## src/rtl/core/uwbfr_pkg.sv

```systemverilog
// ============================================================================
// uwbfr_pkg: shared types, constants and field table of the frame receiver
// Holds the frame geometry, the register map, the command and release
// structs passed between the front and back halves, and the decode table.
// ============================================================================
package uwbfr_pkg;

    localparam int FRAME_BYTES = 128;
    localparam int NUM_FIELDS  = 40;
    localparam int LAST_FIELD  = NUM_FIELDS - 1;
    localparam int BYTE_W      = 8;
    localparam int POS_W       = 7;
    localparam int IDX_W       = 6;
    localparam int VAL_W       = 32;
    localparam int CFG_IDX_W   = 1;
    localparam int NUM_BANKS   = 2;
    localparam int BANK_W      = 1;
    localparam int QUEUE_DEPTH = 2;

    localparam logic [BYTE_W-1:0] RESET_HEADER = 8'h55;
    localparam logic [BYTE_W-1:0] RESET_MARK   = 8'h01;

    localparam logic KIND_FIELD = 1'b0;
    localparam logic KIND_ERROR = 1'b1;

    // Register map of the configuration port
    typedef enum logic [CFG_IDX_W-1:0] {
        REG_HEADER = 1'b0,
        REG_MARK   = 1'b1
    } cfg_reg_t;

    // Finished frame handed from the front to the back
    typedef struct packed {
        logic              is_err;
        logic [BANK_W-1:0] bank;
    } frame_cmd_t;

    // Back tells the front that a store bank is free again
    typedef struct packed {
        logic              release_en;
        logic [BANK_W-1:0] bank;
    } bank_release_t;

    // Where a field sits in the frame and how it is widened
    typedef struct packed {
        logic [POS_W-1:0] start;
        logic [1:0]       len_m1;
        logic             sext;
    } field_info_t;

    function automatic field_info_t field_info(logic [IDX_W-1:0] f);
        field_info_t info;
        int          fi;
        fi          = int'(f);
        info.start  = POS_W'(2);
        info.len_m1 = 2'd0;
        info.sext   = 1'b0;
        priority if (fi == 0) begin
            info.start = POS_W'(2);
        end else if (fi <= 14) begin
            info.start  = POS_W'(4 + 3 * (fi - 1));
            info.len_m1 = 2'd2;
            info.sext   = 1'b1;
        end else if (fi <= 20) begin
            info.start  = POS_W'(46 + 4 * (fi - 15));
            info.len_m1 = 2'd3;
        end else if (fi <= 23) begin
            info.start  = POS_W'(82 + 2 * (fi - 21));
            info.len_m1 = 2'd1;
            info.sext   = 1'b1;
        end else if (fi <= 27) begin
            info.start  = POS_W'(88 + 4 * (fi - 24));
            info.len_m1 = 2'd3;
        end else if (fi == 28) begin
            info.start  = POS_W'(112);
            info.len_m1 = 2'd3;
        end else if (fi == 29) begin
            info.start = POS_W'(116);
        end else begin
            info.start = POS_W'(117 + (fi - 30));
        end
        return info;
    endfunction

endpackage

```

## src/rtl/core/uwb_frame_receiver.sv

```systemverilog
// ============================================================================
// uwb_frame_receiver: fixed-length frame deframer with additive checksum
// Front half hunts sync and stores frames; back half decodes 40 fields.
// ============================================================================
// Usage:
//  - s_ channel: one received byte per item. A new byte is taken every cycle
//    while the store bank being filled is free and the item queue has room.
//  - m_ channel: per good frame 40 field items (last on field 39); per bad
//    checksum one error item (kind 1, index 0, value 0, last 1).
//  - cfg_ channel: header and mark sync bytes, always ready.
//  - Path: a finished frame's item passes through the queue to the decoder,
//    which reads its fields from the store; an error item skips the reads.
//  - Decode: each stored byte is read on the store's single read port in an
//    issue state (address) and a capture state (registered data), and each
//    field leaves through an emit state; a good frame has 40 fields in 104 bytes.
//  - Two store banks let the next frame fill while the last one decodes.
//  - Reset: hunting for header, sync bytes 0x55/0x01, queue empty, both
//    banks free. No clearing pass; the block is ready the cycle after reset.
//  - Receiver stall: m_ holds its result; the decoder pauses, the queue fills
//    and s_ready drops once no bank or queue slot is left.
// ============================================================================
module uwb_frame_receiver #(
    parameter int FRAME_BYTES = uwbfr_pkg::FRAME_BYTES
) (
    input  logic                                  aclk,
    input  logic                                  aresetn,
    input  logic                                  cfg_valid,
    output logic                                  cfg_ready,
    input  logic [uwbfr_pkg::CFG_IDX_W-1:0]       cfg_index,
    input  logic [uwbfr_pkg::BYTE_W-1:0]          cfg_data,
    input  logic                                  s_valid,
    output logic                                  s_ready,
    input  logic [uwbfr_pkg::BYTE_W-1:0]          s_rx_byte,
    output logic                                  m_valid,
    input  logic                                  m_ready,
    output logic                                  m_kind,
    output logic [uwbfr_pkg::IDX_W-1:0]           m_field_index,
    output logic signed [uwbfr_pkg::VAL_W-1:0]    m_field_value,
    output logic                                  m_last
);

    localparam int CNT_W = $clog2(FRAME_BYTES);
    localparam int AW    = uwbfr_pkg::BANK_W + CNT_W;
    localparam int DEPTH = uwbfr_pkg::NUM_BANKS * FRAME_BYTES;

    logic                          wr_en;
    logic [AW-1:0]                 wr_addr;
    logic [uwbfr_pkg::BYTE_W-1:0]  wr_data;
    logic                          rd_en;
    logic [AW-1:0]                 rd_addr;
    logic [uwbfr_pkg::BYTE_W-1:0]  rd_data;
    logic                          q_push;
    logic                          q_pop;
    logic                          q_full;
    logic                          q_empty;
    uwbfr_pkg::frame_cmd_t         q_cmd;
    uwbfr_pkg::frame_cmd_t         q_head;
    uwbfr_pkg::bank_release_t      rel;

    // Sync hunt and frame collection
    uwbfr_front #(
        .FRAME_BYTES(FRAME_BYTES)
    ) u_front (
        .aclk      (aclk),
        .aresetn   (aresetn),
        .cfg_valid (cfg_valid),
        .cfg_ready (cfg_ready),
        .cfg_index (cfg_index),
        .cfg_data  (cfg_data),
        .s_valid   (s_valid),
        .s_ready   (s_ready),
        .s_rx_byte (s_rx_byte),
        .wr_en     (wr_en),
        .wr_addr   (wr_addr),
        .wr_data   (wr_data),
        .q_push    (q_push),
        .q_cmd     (q_cmd),
        .q_full    (q_full),
        .rel       (rel)
    );

    // Two-bank frame store
    uwbfr_ram #(
        .WIDTH(uwbfr_pkg::BYTE_W),
        .DEPTH(DEPTH)
    ) u_store (
        .aclk    (aclk),
        .wr_en   (wr_en),
        .wr_addr (wr_addr),
        .wr_data (wr_data),
        .rd_en   (rd_en),
        .rd_addr (rd_addr),
        .rd_data (rd_data)
    );

    // Finished-frame queue
    uwbfr_queue u_queue (
        .aclk     (aclk),
        .aresetn  (aresetn),
        .push     (q_push),
        .push_cmd (q_cmd),
        .full     (q_full),
        .pop      (q_pop),
        .head     (q_head),
        .empty    (q_empty)
    );

    // Field decode and output
    uwbfr_back #(
        .FRAME_BYTES(FRAME_BYTES)
    ) u_back (
        .aclk          (aclk),
        .aresetn       (aresetn),
        .q_empty       (q_empty),
        .q_head        (q_head),
        .q_pop         (q_pop),
        .rd_en         (rd_en),
        .rd_addr       (rd_addr),
        .rd_data       (rd_data),
        .rel           (rel),
        .m_valid       (m_valid),
        .m_ready       (m_ready),
        .m_kind        (m_kind),
        .m_field_index (m_field_index),
        .m_field_value (m_field_value),
        .m_last        (m_last)
    );

    // Never push into a full queue
    a_no_overflow: assert property (@(posedge aclk) disable iff (!aresetn)
        q_push |-> !q_full)
        else $error("frame queue overflow");

    // Never fill the bank that is being decoded
    a_bank_split: assert property (@(posedge aclk) disable iff (!aresetn)
        (wr_en && rd_en) |-> (wr_addr[AW-1] != rd_addr[AW-1]))
        else $error("store write hit the bank under decode");

    // Error result carries a fixed shape
    a_err_shape: assert property (@(posedge aclk) disable iff (!aresetn)
        (m_valid && m_kind) |-> (m_last && m_field_index == '0 && m_field_value == '0))
        else $error("malformed error result");

    // Field results end exactly on the last field
    a_last_field: assert property (@(posedge aclk) disable iff (!aresetn)
        (m_valid && !m_kind) |->
            (m_last == (m_field_index == uwbfr_pkg::IDX_W'(uwbfr_pkg::LAST_FIELD))))
        else $error("last flag out of step with field index");

endmodule

```

## src/rtl/core/uwbfr_ram.sv

```systemverilog
// ============================================================================
// uwbfr_ram: generic single-write, single-read RAM
// One write port and one read port; read data is registered.
// ============================================================================
module uwbfr_ram #(
    parameter int WIDTH = 8,
    parameter int DEPTH = 256,
    localparam int AW   = $clog2(DEPTH)
) (
    input  logic             aclk,
    input  logic             wr_en,
    input  logic [AW-1:0]    wr_addr,
    input  logic [WIDTH-1:0] wr_data,
    input  logic             rd_en,
    input  logic [AW-1:0]    rd_addr,
    output logic [WIDTH-1:0] rd_data
);

    logic [WIDTH-1:0] mem [DEPTH];
    logic [WIDTH-1:0] rd_data_reg;

    // Write and registered read
    always_ff @(posedge aclk) begin
        if (wr_en) begin
            mem[wr_addr] <= wr_data;
        end
        if (rd_en) begin
            rd_data_reg <= mem[rd_addr];
        end
    end

    assign rd_data = rd_data_reg;

endmodule

```

## src/rtl/core/uwbfr_front.sv

```systemverilog
// ============================================================================
// uwbfr_front: sync hunt, byte collection and checksum
// Takes received bytes, finds header then mark, writes the whole frame into
// the current store bank and queues a decode or error item at frame end.
// ============================================================================
module uwbfr_front #(
    parameter int FRAME_BYTES = uwbfr_pkg::FRAME_BYTES,
    localparam int CNT_W      = $clog2(FRAME_BYTES),
    localparam int AW         = uwbfr_pkg::BANK_W + CNT_W
) (
    input  logic                              aclk,
    input  logic                              aresetn,
    input  logic                              cfg_valid,
    output logic                              cfg_ready,
    input  logic [uwbfr_pkg::CFG_IDX_W-1:0]   cfg_index,
    input  logic [uwbfr_pkg::BYTE_W-1:0]      cfg_data,
    input  logic                              s_valid,
    output logic                              s_ready,
    input  logic [uwbfr_pkg::BYTE_W-1:0]      s_rx_byte,
    output logic                              wr_en,
    output logic [AW-1:0]                     wr_addr,
    output logic [uwbfr_pkg::BYTE_W-1:0]      wr_data,
    output logic                              q_push,
    output uwbfr_pkg::frame_cmd_t             q_cmd,
    input  logic                              q_full,
    input  uwbfr_pkg::bank_release_t          rel
);

    typedef enum logic [2:0] {
        P_HUNT  = 3'b001,
        P_AWAIT = 3'b010,
        P_BODY  = 3'b100
    } phase_t;

    phase_t                                phase_reg, phase_next;
    logic [CNT_W-1:0]                      cnt_reg, cnt_next;
    logic [uwbfr_pkg::BYTE_W-1:0]          sum_reg, sum_next;
    logic [uwbfr_pkg::BYTE_W-1:0]          header_reg, header_next;
    logic [uwbfr_pkg::BYTE_W-1:0]          mark_reg, mark_next;
    logic [uwbfr_pkg::BANK_W-1:0]          wbank_reg, wbank_next;
    logic [uwbfr_pkg::NUM_BANKS-1:0]       busy_reg, busy_next;
    logic                                  busy_set;
    logic                                  accept;
    logic [CNT_W-1:0]                      wr_pos;

    // Stall while the queue is full or the bank to fill is still decoding
    assign s_ready   = !q_full && !busy_reg[wbank_reg];
    assign accept    = s_valid && s_ready;
    assign cfg_ready = 1'b1;

    assign wr_addr = {wbank_reg, wr_pos};
    assign wr_data = s_rx_byte;

    // Configuration writes
    always_comb begin
        header_next = header_reg;
        mark_next   = mark_reg;
        if (cfg_valid) begin
            unique case (uwbfr_pkg::cfg_reg_t'(cfg_index))
                uwbfr_pkg::REG_HEADER: header_next = cfg_data;
                uwbfr_pkg::REG_MARK:   mark_next   = cfg_data;
                default:               header_next = header_reg;
            endcase
        end
    end

    // Sync hunt and body collection
    always_comb begin
        phase_next    = phase_reg;
        cnt_next      = cnt_reg;
        sum_next      = sum_reg;
        wbank_next    = wbank_reg;
        busy_set      = 1'b0;
        wr_en         = 1'b0;
        wr_pos        = '0;
        q_push        = 1'b0;
        q_cmd.is_err  = 1'b0;
        q_cmd.bank    = wbank_reg;
        if (accept) begin
            unique case (phase_reg)
                P_AWAIT: begin
                    if (s_rx_byte == mark_reg) begin
                        wr_en      = 1'b1;
                        wr_pos     = CNT_W'(1);
                        sum_next   = sum_reg + s_rx_byte;
                        cnt_next   = CNT_W'(2);
                        phase_next = P_BODY;
                    end else if (s_rx_byte == header_reg) begin
                        wr_en    = 1'b1;
                        wr_pos   = '0;
                        sum_next = s_rx_byte;
                        cnt_next = CNT_W'(1);
                    end else begin
                        phase_next = P_HUNT;
                        cnt_next   = '0;
                        sum_next   = '0;
                    end
                end
                P_BODY: begin
                    wr_en  = 1'b1;
                    wr_pos = cnt_reg;
                    if (cnt_reg != CNT_W'(FRAME_BYTES - 1)) begin
                        sum_next = sum_reg + s_rx_byte;
                        cnt_next = cnt_reg + CNT_W'(1);
                    end else begin
                        // Frame complete: queue decode or error, rehunt
                        q_push       = 1'b1;
                        q_cmd.is_err = (sum_reg != s_rx_byte);
                        phase_next   = P_HUNT;
                        cnt_next     = '0;
                        sum_next     = '0;
                        if (sum_reg == s_rx_byte) begin
                            busy_set   = 1'b1;
                            wbank_next = ~wbank_reg;
                        end
                    end
                end
                default: begin
                    if (s_rx_byte == header_reg) begin
                        wr_en      = 1'b1;
                        wr_pos     = '0;
                        sum_next   = s_rx_byte;
                        cnt_next   = CNT_W'(1);
                        phase_next = P_AWAIT;
                    end else begin
                        phase_next = P_HUNT;
                    end
                end
            endcase
        end
    end

    // Bank ownership: set on handoff, clear when the back finishes
    always_comb begin
        busy_next = busy_reg;
        if (rel.release_en) begin
            busy_next[rel.bank] = 1'b0;
        end
        if (busy_set) begin
            busy_next[wbank_reg] = 1'b1;
        end
    end

    always_ff @(posedge aclk) begin
        if (!aresetn) begin
            phase_reg  <= P_HUNT;
            cnt_reg    <= '0;
            sum_reg    <= '0;
            header_reg <= uwbfr_pkg::RESET_HEADER;
            mark_reg   <= uwbfr_pkg::RESET_MARK;
            wbank_reg  <= '0;
            busy_reg   <= '0;
        end else begin
            phase_reg  <= phase_next;
            cnt_reg    <= cnt_next;
            sum_reg    <= sum_next;
            header_reg <= header_next;
            mark_reg   <= mark_next;
            wbank_reg  <= wbank_next;
            busy_reg   <= busy_next;
        end
    end

endmodule

```

## src/rtl/core/uwbfr_queue.sv

```systemverilog
// ============================================================================
// uwbfr_queue: short command queue between front and back
// Small FIFO of finished-frame items so either side can stall on its own.
// ============================================================================
module uwbfr_queue (
    input  logic                   aclk,
    input  logic                   aresetn,
    input  logic                   push,
    input  uwbfr_pkg::frame_cmd_t  push_cmd,
    output logic                   full,
    input  logic                   pop,
    output uwbfr_pkg::frame_cmd_t  head,
    output logic                   empty
);

    localparam int DEPTH = uwbfr_pkg::QUEUE_DEPTH;
    localparam int PTR_W = $clog2(DEPTH);
    localparam int CNT_W = $clog2(DEPTH + 1);

    uwbfr_pkg::frame_cmd_t entries [DEPTH];
    logic [PTR_W-1:0]      wr_ptr_reg, wr_ptr_next;
    logic [PTR_W-1:0]      rd_ptr_reg, rd_ptr_next;
    logic [CNT_W-1:0]      count_reg, count_next;

    assign full  = (count_reg == CNT_W'(DEPTH));
    assign empty = (count_reg == '0);
    assign head  = entries[rd_ptr_reg];

    // Advance pointers and occupancy
    always_comb begin
        wr_ptr_next = wr_ptr_reg;
        rd_ptr_next = rd_ptr_reg;
        count_next  = count_reg;
        if (push) begin
            wr_ptr_next = (wr_ptr_reg == PTR_W'(DEPTH - 1)) ? '0 : wr_ptr_reg + PTR_W'(1);
        end
        if (pop) begin
            rd_ptr_next = (rd_ptr_reg == PTR_W'(DEPTH - 1)) ? '0 : rd_ptr_reg + PTR_W'(1);
        end
        unique case ({push, pop})
            2'b10:   count_next = count_reg + CNT_W'(1);
            2'b01:   count_next = count_reg - CNT_W'(1);
            default: count_next = count_reg;
        endcase
    end

    always_ff @(posedge aclk) begin
        if (push) begin
            entries[wr_ptr_reg] <= push_cmd;
        end
    end

    always_ff @(posedge aclk) begin
        if (!aresetn) begin
            wr_ptr_reg <= '0;
            rd_ptr_reg <= '0;
            count_reg  <= '0;
        end else begin
            wr_ptr_reg <= wr_ptr_next;
            rd_ptr_reg <= rd_ptr_next;
            count_reg  <= count_next;
        end
    end

endmodule

```

## src/rtl/core/uwbfr_back.sv

```systemverilog
// ============================================================================
// uwbfr_back: field decoder and result output
// Pops queued items, reads each field's bytes from the store one at a time,
// widens them and presents results through an output register.
// ============================================================================
module uwbfr_back #(
    parameter int FRAME_BYTES = uwbfr_pkg::FRAME_BYTES,
    localparam int CNT_W      = $clog2(FRAME_BYTES),
    localparam int AW         = uwbfr_pkg::BANK_W + CNT_W
) (
    input  logic                                  aclk,
    input  logic                                  aresetn,
    input  logic                                  q_empty,
    input  uwbfr_pkg::frame_cmd_t                 q_head,
    output logic                                  q_pop,
    output logic                                  rd_en,
    output logic [AW-1:0]                         rd_addr,
    input  logic [uwbfr_pkg::BYTE_W-1:0]          rd_data,
    output uwbfr_pkg::bank_release_t              rel,
    output logic                                  m_valid,
    input  logic                                  m_ready,
    output logic                                  m_kind,
    output logic [uwbfr_pkg::IDX_W-1:0]           m_field_index,
    output logic signed [uwbfr_pkg::VAL_W-1:0]    m_field_value,
    output logic                                  m_last
);

    typedef enum logic [3:0] {
        B_IDLE    = 4'b0001,
        B_ISSUE   = 4'b0010,
        B_CAPTURE = 4'b0100,
        B_EMIT    = 4'b1000
    } bstate_t;

    bstate_t                           state_reg, state_next;
    uwbfr_pkg::frame_cmd_t             cmd_reg, cmd_next;
    logic [uwbfr_pkg::IDX_W-1:0]       fld_reg, fld_next;
    logic [1:0]                        byte_reg, byte_next;
    logic [uwbfr_pkg::VAL_W-1:0]       acc_reg, acc_next;
    logic                              valid_reg, valid_next;
    logic                              kind_reg, kind_next;
    logic [uwbfr_pkg::IDX_W-1:0]       idx_reg, idx_next;
    logic [uwbfr_pkg::VAL_W-1:0]       val_reg, val_next;
    logic                              last_reg, last_next;
    uwbfr_pkg::field_info_t            info;
    logic [uwbfr_pkg::VAL_W-1:0]       wide_val;
    logic                              out_free;
    logic                              is_last_fld;

    assign info        = uwbfr_pkg::field_info(fld_reg);
    assign out_free    = !valid_reg || m_ready;
    assign is_last_fld = (fld_reg == uwbfr_pkg::IDX_W'(uwbfr_pkg::LAST_FIELD));
    assign rd_addr     = {cmd_reg.bank, CNT_W'(info.start) + CNT_W'(byte_reg)};

    // Widen the gathered little-endian bytes
    always_comb begin
        unique case (info.len_m1)
            2'd0: wide_val = {24'd0, acc_reg[7:0]};
            2'd1: wide_val = {{16{info.sext & acc_reg[15]}}, acc_reg[15:0]};
            2'd2: wide_val = {{8{info.sext & acc_reg[23]}}, acc_reg[23:0]};
            default: wide_val = acc_reg;
        endcase
    end

    // Sequence fetch, gather and emit
    always_comb begin
        state_next     = state_reg;
        cmd_next       = cmd_reg;
        fld_next       = fld_reg;
        byte_next      = byte_reg;
        acc_next       = acc_reg;
        valid_next     = valid_reg && !m_ready;
        kind_next      = kind_reg;
        idx_next       = idx_reg;
        val_next       = val_reg;
        last_next      = last_reg;
        q_pop          = 1'b0;
        rd_en          = 1'b0;
        rel.release_en = 1'b0;
        rel.bank       = cmd_reg.bank;
        unique case (state_reg)
            B_IDLE: begin
                if (!q_empty) begin
                    q_pop      = 1'b1;
                    cmd_next   = q_head;
                    fld_next   = '0;
                    byte_next  = '0;
                    acc_next   = '0;
                    state_next = q_head.is_err ? B_EMIT : B_ISSUE;
                end
            end
            B_ISSUE: begin
                rd_en      = 1'b1;
                state_next = B_CAPTURE;
            end
            B_CAPTURE: begin
                acc_next[8*byte_reg +: 8] = rd_data;
                if (byte_reg == info.len_m1) begin
                    state_next = B_EMIT;
                end else begin
                    byte_next  = byte_reg + 2'd1;
                    state_next = B_ISSUE;
                end
            end
            B_EMIT: begin
                if (out_free) begin
                    valid_next = 1'b1;
                    if (cmd_reg.is_err) begin
                        kind_next  = uwbfr_pkg::KIND_ERROR;
                        idx_next   = '0;
                        val_next   = '0;
                        last_next  = 1'b1;
                        state_next = B_IDLE;
                    end else begin
                        kind_next = uwbfr_pkg::KIND_FIELD;
                        idx_next  = fld_reg;
                        val_next  = wide_val;
                        last_next = is_last_fld;
                        byte_next = '0;
                        acc_next  = '0;
                        if (is_last_fld) begin
                            rel.release_en = 1'b1;
                            state_next     = B_IDLE;
                        end else begin
                            fld_next   = fld_reg + uwbfr_pkg::IDX_W'(1);
                            state_next = B_ISSUE;
                        end
                    end
                end
            end
            default: state_next = B_IDLE;
        endcase
    end

    always_ff @(posedge aclk) begin
        cmd_reg  <= cmd_next;
        fld_reg  <= fld_next;
        byte_reg <= byte_next;
        acc_reg  <= acc_next;
        kind_reg <= kind_next;
        idx_reg  <= idx_next;
        val_reg  <= val_next;
        last_reg <= last_next;
    end

    always_ff @(posedge aclk) begin
        if (!aresetn) begin
            state_reg <= B_IDLE;
            valid_reg <= 1'b0;
        end else begin
            state_reg <= state_next;
            valid_reg <= valid_next;
        end
    end

    assign m_valid       = valid_reg;
    assign m_kind        = kind_reg;
    assign m_field_index = idx_reg;
    assign m_field_value = val_reg;
    assign m_last        = last_reg;

endmodule

```

## config.mk

```make
export PLATFORM = sky130hd
export DESIGN_NAME = uwb_frame_receiver
export DESIGN_NICKNAME = d
export VERILOG_FILES = /design/src/rtl/core/uwbfr_pkg.sv /design/src/rtl/core/uwb_frame_receiver.sv /design/src/rtl/core/uwbfr_ram.sv /design/src/rtl/core/uwbfr_front.sv /design/src/rtl/core/uwbfr_queue.sv /design/src/rtl/core/uwbfr_back.sv
export SDC_FILE = /design/constraint.sdc
export NUM_CORES = 2
export LEC_CHECK = 0
export BUFFER_PORTS_ARGS = -buffer_cell sky130_fd_sc_hd__buf_4
export CORE_MARGIN = 4
export CORE_UTILIZATION = 45
export DETAILED_ROUTE_END_ITERATION = 10
export GPL_ROUTABILITY_DRIVEN = 0
export PLACE_DENSITY_LB_ADDON = 0.08
export SLEW_MARGIN = 20
export SYNTH_ARGS = -nofsm -noshare
export SYNTH_HDL_FRONTEND = slang
export SYNTH_HIERARCHICAL = 1
export SYNTH_SLANG_ARGS = --single-unit
```

## constraint.sdc

```tcl
create_clock -name aclk -period 11.9 [get_ports aclk]
set_input_delay 1.785 -clock aclk [delete_from_list [all_inputs] [get_ports aclk]]
set_output_delay 1.785 -clock aclk [all_outputs]
set_load 0.1 [all_outputs]
```

After elaboration in Yosys (flattened, before gate mapping)
Memories as Yosys holds them, arrays and structs flattened. A register that Yosys moved wholly into a read port is not among the register bits.
Cells that the tools add are included.
- register bits: 128
- RAM bits: 2052
- input port bits: 22
- word-level logic and storage cells: 211
- memories: 2
- memories (memory ; words ; width ; read ports ; clocked after memory_dff ; write ports ; line ; RTL):
    u_store.mem ; 256 ; 8 ; 1 ; 1 ; 1 ; uwbfr_ram.sv:19 ; logic [WIDTH-1:0] mem [DEPTH];
    u_queue.entries ; 2 ; 2 ; 1 ; 1 ; 1 ; uwbfr_queue.sv:20 ; uwbfr_pkg::frame_cmd_t entries [DEPTH];
- add/subtract/negate cells: 20
- $mul: 1
- $lt $le $gt $ge: 8
- equality and inequality tests: 27
- shift-type cells: 2
- multiplexer cells: 93
- bitwise gates (word level): 9
- reductions and logical operators: 28
- operator list (operator ; count):
    32-bit one-hot mux with 3 select lines ; 2
    32-bit two-way mux ; 3
    7-bit two-way mux ; 7
    1-bit two-way mux ; 39
    5-bit negation with 34-bit output ; 1
    8-bit by 34-bit variable shift with 32-bit output, first input constant ; 1
    8-bit by 34-bit indexed part select with 32-bit output ; 1
    32-bit bitwise mux ; 1
    3-bit by 32-bit multiplier with 7-bit output, first input constant ; 1
    8-bit two-way mux ; 4
    7-bit one-hot mux with 2 select lines ; 2
    9-bit two-way mux ; 3
    8-bit == test ; 3
    6-bit two-way mux ; 4
    7-bit adder, first input constant ; 3
    4-bit two-way mux ; 5
    6-bit == test, second input constant ; 3
    6-bit by 5-bit <= comparator with 1-bit output, second input constant ; 3
    2-bit two-way mux ; 9
    4-bit one-hot mux with 4 select lines ; 1
    8-bit one-hot mux with 2 select lines ; 1
    3-bit two-way mux ; 4
    6-bit one-hot mux with 2 select lines ; 1
    2-bit AND reduction ; 6
    other kinds (52) ; 80

Logic depth before layout (Yosys ltp)
- word-level depth: 12
- mapped depth: 24
- gate-level depth less buffers: 21

Cells and area by module
Netlist, hierarchy kept.
- by module, submodules not included (module ; times used ; cells an instance ; area each (um^2)):
    uwbfr_ram ; 1 ; 3733 ; 79636.4
    uwbfr_back ; 1 ; 503 ; 5217.5
    uwbfr_front ; 1 ; 281 ; 2398.6
    uwbfr_queue ; 1 ; 28 ; 359.1

Worst setup path before layout
Ideal clock, no wire load.
- kind: reg2reg
- start: register u_back/fld_reg[2] in the netlist's numbering
- end: register u_store.rd_data_reg[7] (netlist: u_store/rd_data[7]), read port of u_store.mem, data pin
- arrival: 5.067 ns
- setup slack: 6.567 ns
- stages on the path, launching flop included: 24
- clock period less this slack: 5.333 ns
- cells stage by stage: edfxtp_1 buf_2 inv_1 ha_1 a21boi_0 xnor2_1 inv_1 ha_1 ha_1 ha_1 fa_1 xnor2_1 a21oi_1 a211o_1 nand4_1 xor2_1 clkbuf_1 nor3b_1 clkbuf_1 o221ai_1 nand2_1 a21oi_1 nor4_1 nor4_1
- longest elaborated chain between the ends: 10
- elaborated cells on any way between the ends: 26
- those cells by class: add/sub: 11; mul: 1; order compare: 4; eq/ne: 2; mux: 7; reduce/logical: 1
- ends and longest elaborated chain (element ; line ; RTL):
    start: declaration ; uwbfr_back.sv:37 ; logic [uwbfr_pkg::IDX_W-1:0] fld_reg, fld_next;
    start signal: assignment ; uwbfr_back.sv:137 ; fld_reg <= fld_next;
    parallel branches: the longest is 8 deep, another holds 3-bit by 32-bit multiplier with 7-bit output ; - ;
    7-bit two-way mux * ; uwbfr_pkg.sv:58 ; priority if (fi == 0) begin
    7-bit by 2-bit adder with 7-bit output * ; uwbfr_back.sv:53 ; assign rd_addr = {cmd_reg.bank, CNT_W'(info.start) + CNT_W'(byte_reg)};
    net rd_addr[6] ; uwb_frame_receiver.sv:50 ; logic [AW-1:0] rd_addr;
    end: declaration ; uwbfr_ram.sv:20 ; logic [WIDTH-1:0] rd_data_reg;
Mark *: on every way through the listed nets, which the timed path passes.
A chain may end at the register's enable or synchronous reset.

Worst setup path after layout
- start: register u_back/fld_reg[3] in the netlist's numbering
- end: register u_store.rd_data_reg[4] (netlist: u_store/rd_data[4]), read port of u_store.mem, data pin
- elaborated cells on any way between the ends: 26
- those cells by class: add/sub: 11; mul: 1; order compare: 4; eq/ne: 2; mux: 7; reduce/logical: 1
- RTL lines (element ; line):
    parallel branches: the longest is 7 deep, another holds 6-bit by 5-bit <= comparator with 1-bit output ; -
    7-bit two-way mux * ; uwbfr_pkg.sv:58
    7-bit by 2-bit adder with 7-bit output * ; uwbfr_back.sv:53
    net rd_addr[1] ; uwb_frame_receiver.sv:50
Marks and branches as above.

==> results_dict.tcl <==
set metrics [dict create \
    post-dp-hpwl_um 143000 \
    ctsResizeCount 0 \
    core.rowCount 161 \
    cts_setup_buffers 0 \
    final_cells 7366 \
    hp-class "reg2reg" \
    hold_violations 0 \
    slowest_delay_ns 1.27 \
    htree_levels 4 \
    yosysSeqAreaShare_pct 74.5 \
    cts-root-buf "clkbuf_16" \
    totalWireLength_um 234000 \
    syn_nets 4615 \
    drt_iter0_markers 5253 \
    cts.clk_slew.worst_paths_ns 0.06 \
    worst_pin_slew_ns 1.12 \
    synth_area_per_cell_sq_um 19.3 \
    io_buffer_count 63 \
    finalMaxSlewViolations 0 \
    crit_type "reg2reg" \
    wl_per_cell_um 31.7 \
    clockBufferDepth 3 \
    worstPathArrival_ns 8.03 \
    cts_hold_buf 0 \
    cp_max_fo 95 \
    syn_inst 4545 \
    drive_above_1_share_pct 20.6 \
    cts_buffers 223 \
    startpoint_type "flop" \
    syn-cell-area_sq_mm 0.0876 \
    rsz0062_at_grt "false" \
    place_ws_ns 4.25 \
    vdd_drop_max_v 0.000129 \
    ys_types 101 \
    fin_area_sq_mm 0.0976 \
    place_area_sq_mm 0.0906 \
    outcome "complete, no violations" \
    synth_top_area_share_pct 73.4 \
    synth_top_area_cell "edfxtp_1" \
    fin_skew_ns 0.0456 \
    area_growth_pct 11.4 \
    cts_tree "built" \
    grt_pass1_wl_um 337000 \
    fp.dieW_um 449 \
    synth_edf_count 2142 \
    max_freq_mhz 134 \
    power.leakage_uw 0.0304 \
    layout_commonest_cell "edfxtp_1" \
    antenna_found_initial 10 \
    finalSetupViolCount 0 \
    io_pins 65 \
    ys_warn_count 6 \
    grt_usage_pct 23.0 \
    dr.pass1.iters 5 \
    num_vias 44841 \
    grt_pass1_vias 44662 \
    min_period_over_period_pct 62.9 \
    cp_top_family "adder cells" \
    crit_chain "inv_1 -> ha_1 -> a21o_1 -> a21o_4 -> nor2_1 -> o21ai_0 -> o21ai_0 -> o21ai_0 -> fa_4 -> buf_12 -> buf_4 -> mux4_2 -> mux4_2 -> nor2b_1 -> nor4_1 -> nor4_1" \
    async_flop_share_pct 0 \
    remaining_drc_errors 0 \
    initial_utilization_pct 45.4 \
    insertion_delay_ns 0.84 \
    min_period_ns 7.48 \
    fin_ws_ns 4.42 \
    core_sq_mm 0.193 \
    fp.dieH_um 449 \
    synth-main-ff-cell "edfxtp_1" \
    end_kind "flop" \
    crit_buf_inv 3 \
    dpl.cell_count 6951 \
    synth_area_leaders "edfxtp_1 (73%), mux4_2 (12%), mux2i_1 (1.6%)" \
    ys_ff_latch 2189 \
    cap_violations 0 \
    path_common_cell "o21ai_0" \
    globalRoute.totalOverflow 0 \
    viasPerCell 6.09 \
    timing.hold.ws_ns 0.477 \
    largest_reg_flops 2048 \
    final_cell_mix "edfxtp_1 (2,142), mux4_2 (454), nor2_1 (342)" \
    fin_nets 4721 \
    ant_nets 0 \
    setup_total_negative_slack_ns 0 \
    critPathSlowestCell "fa_4" \
    clock_sinks 2189 \
    p_per_area_mw_per_mm2 186 \
    dieArea_sq_mm 0.202 \
    grt_max_degree 166 \
    n_fill_cell 15625 \
    required_ns 12.44 \
    slew_headroom_pct 24.9 \
]
## tightest hold or removal path, delay by kind of cell (launching register included)
kind / cells / cell delay (ns)
AOI/OAI and AO/OA: 1 / 0.06
DFF: 1 / 0.32
and+or+nand+nor: 1 / 0.05
## metrics by stage
step	util (%)	power (uW)
floorplan	-	10500
global placement	46.9	11600
detailed placement	46.9	11600
CTS	50.5	18300
global route	50.6	18800
finish	50.6	18100
## cell usage after synthesis, types with 10 or more instances
cell      instances
edfxtp_1       2142
mux4_2          454
nor2_1          354
a21oi_1         169
mux2i_1         136
a22oi_1         134
clkbuf_1        125
nand2_1         105
nor2b_1          78
nand3_1          56
dfxtp_1          47
o221ai_1         47
ha_1             45
buf_4            43
xnor2_1          43
buf_2            38
o21ai_0          38
o22ai_1          31
nor3_1           30
buf_1            25
nor4_1           25
a211oi_1         23
and2_1           22
buf_6            22
inv_1            20
a21boi_0         16
and3_1           16
nand4_1          16
a221oi_1         14
nand2b_1         14
a31oi_1          13
buf_8            13
o21ai_1          13
o211ai_1         12
a21o_1           10
## power by group
part,internal (uW),switching [uW],total (uW)
Sequential,8480,14.3,8500
Clock,3720,2930,6660
Combinational,1050,1930,2980
## final cells by class
| class | instances | area, sq um | area share (%) |
|---|---|---|---|
| timing repair buffer | 156 | 1350 | 1.38 |
| clock inverter | 132 | 1110 | 1.13 |
| multi-input combinational | 2059 | 20800 | 21.3 |
| sequential | 2189 | 65300 | 66.9 |
| antenna | 4 | 10.0 | 0.0103 |
| clock buffer | 278 | 5820 | 5.96 |
| tap | 2526 | 3160 | 3.24 |
| inverter | 22 | 82.6 | 0.0846 |
## worst paths after layout
check,startpoint,endpoint,slack [ns],cells past startpoint
max reg2reg,u_back/fld_reg[3],u_store/rd_data[4],4.42,16
min reg2reg,u_front/header_reg[7],u_front/header_reg[7],0.48,2
min,u_front/header_reg[7],u_front/header_reg[7],0.48,2
max,u_back/fld_reg[3],u_store/rd_data[4],4.42,16
## cells by family (layout without fill, tap and decap cells)
logic type	after synthesis	after routing	share of synthesized area (%)
flops	2189	2189	74.5
other cells	1	5	0.00428
fa+ha+maj	48	48	0.711
mux	597	597	13.4
compound gates	588	588	4.62
simple gates	771	771	4.24
buf+inv	297	588	2.02
xor+xnor	54	54	0.557
## metal layers
| metal | global-route usage (%) | up-vias | share of wire, % | wire, um |
|---|---|---|---|---|
| met5 | 0 | - | 0 | 0 |
| met4 | 4.95 | 0 | 1.9 | 4340 |
| met3 | 3.85 | 286 | 6.6 | 15300 |
| met2 | 36.7 | 1621 | 48 | 113000 |
| met1 | 33.6 | 24080 | 43 | 101000 |
| li1 | - | 18854 | - | - |
(Power assumes the default switching activity.)
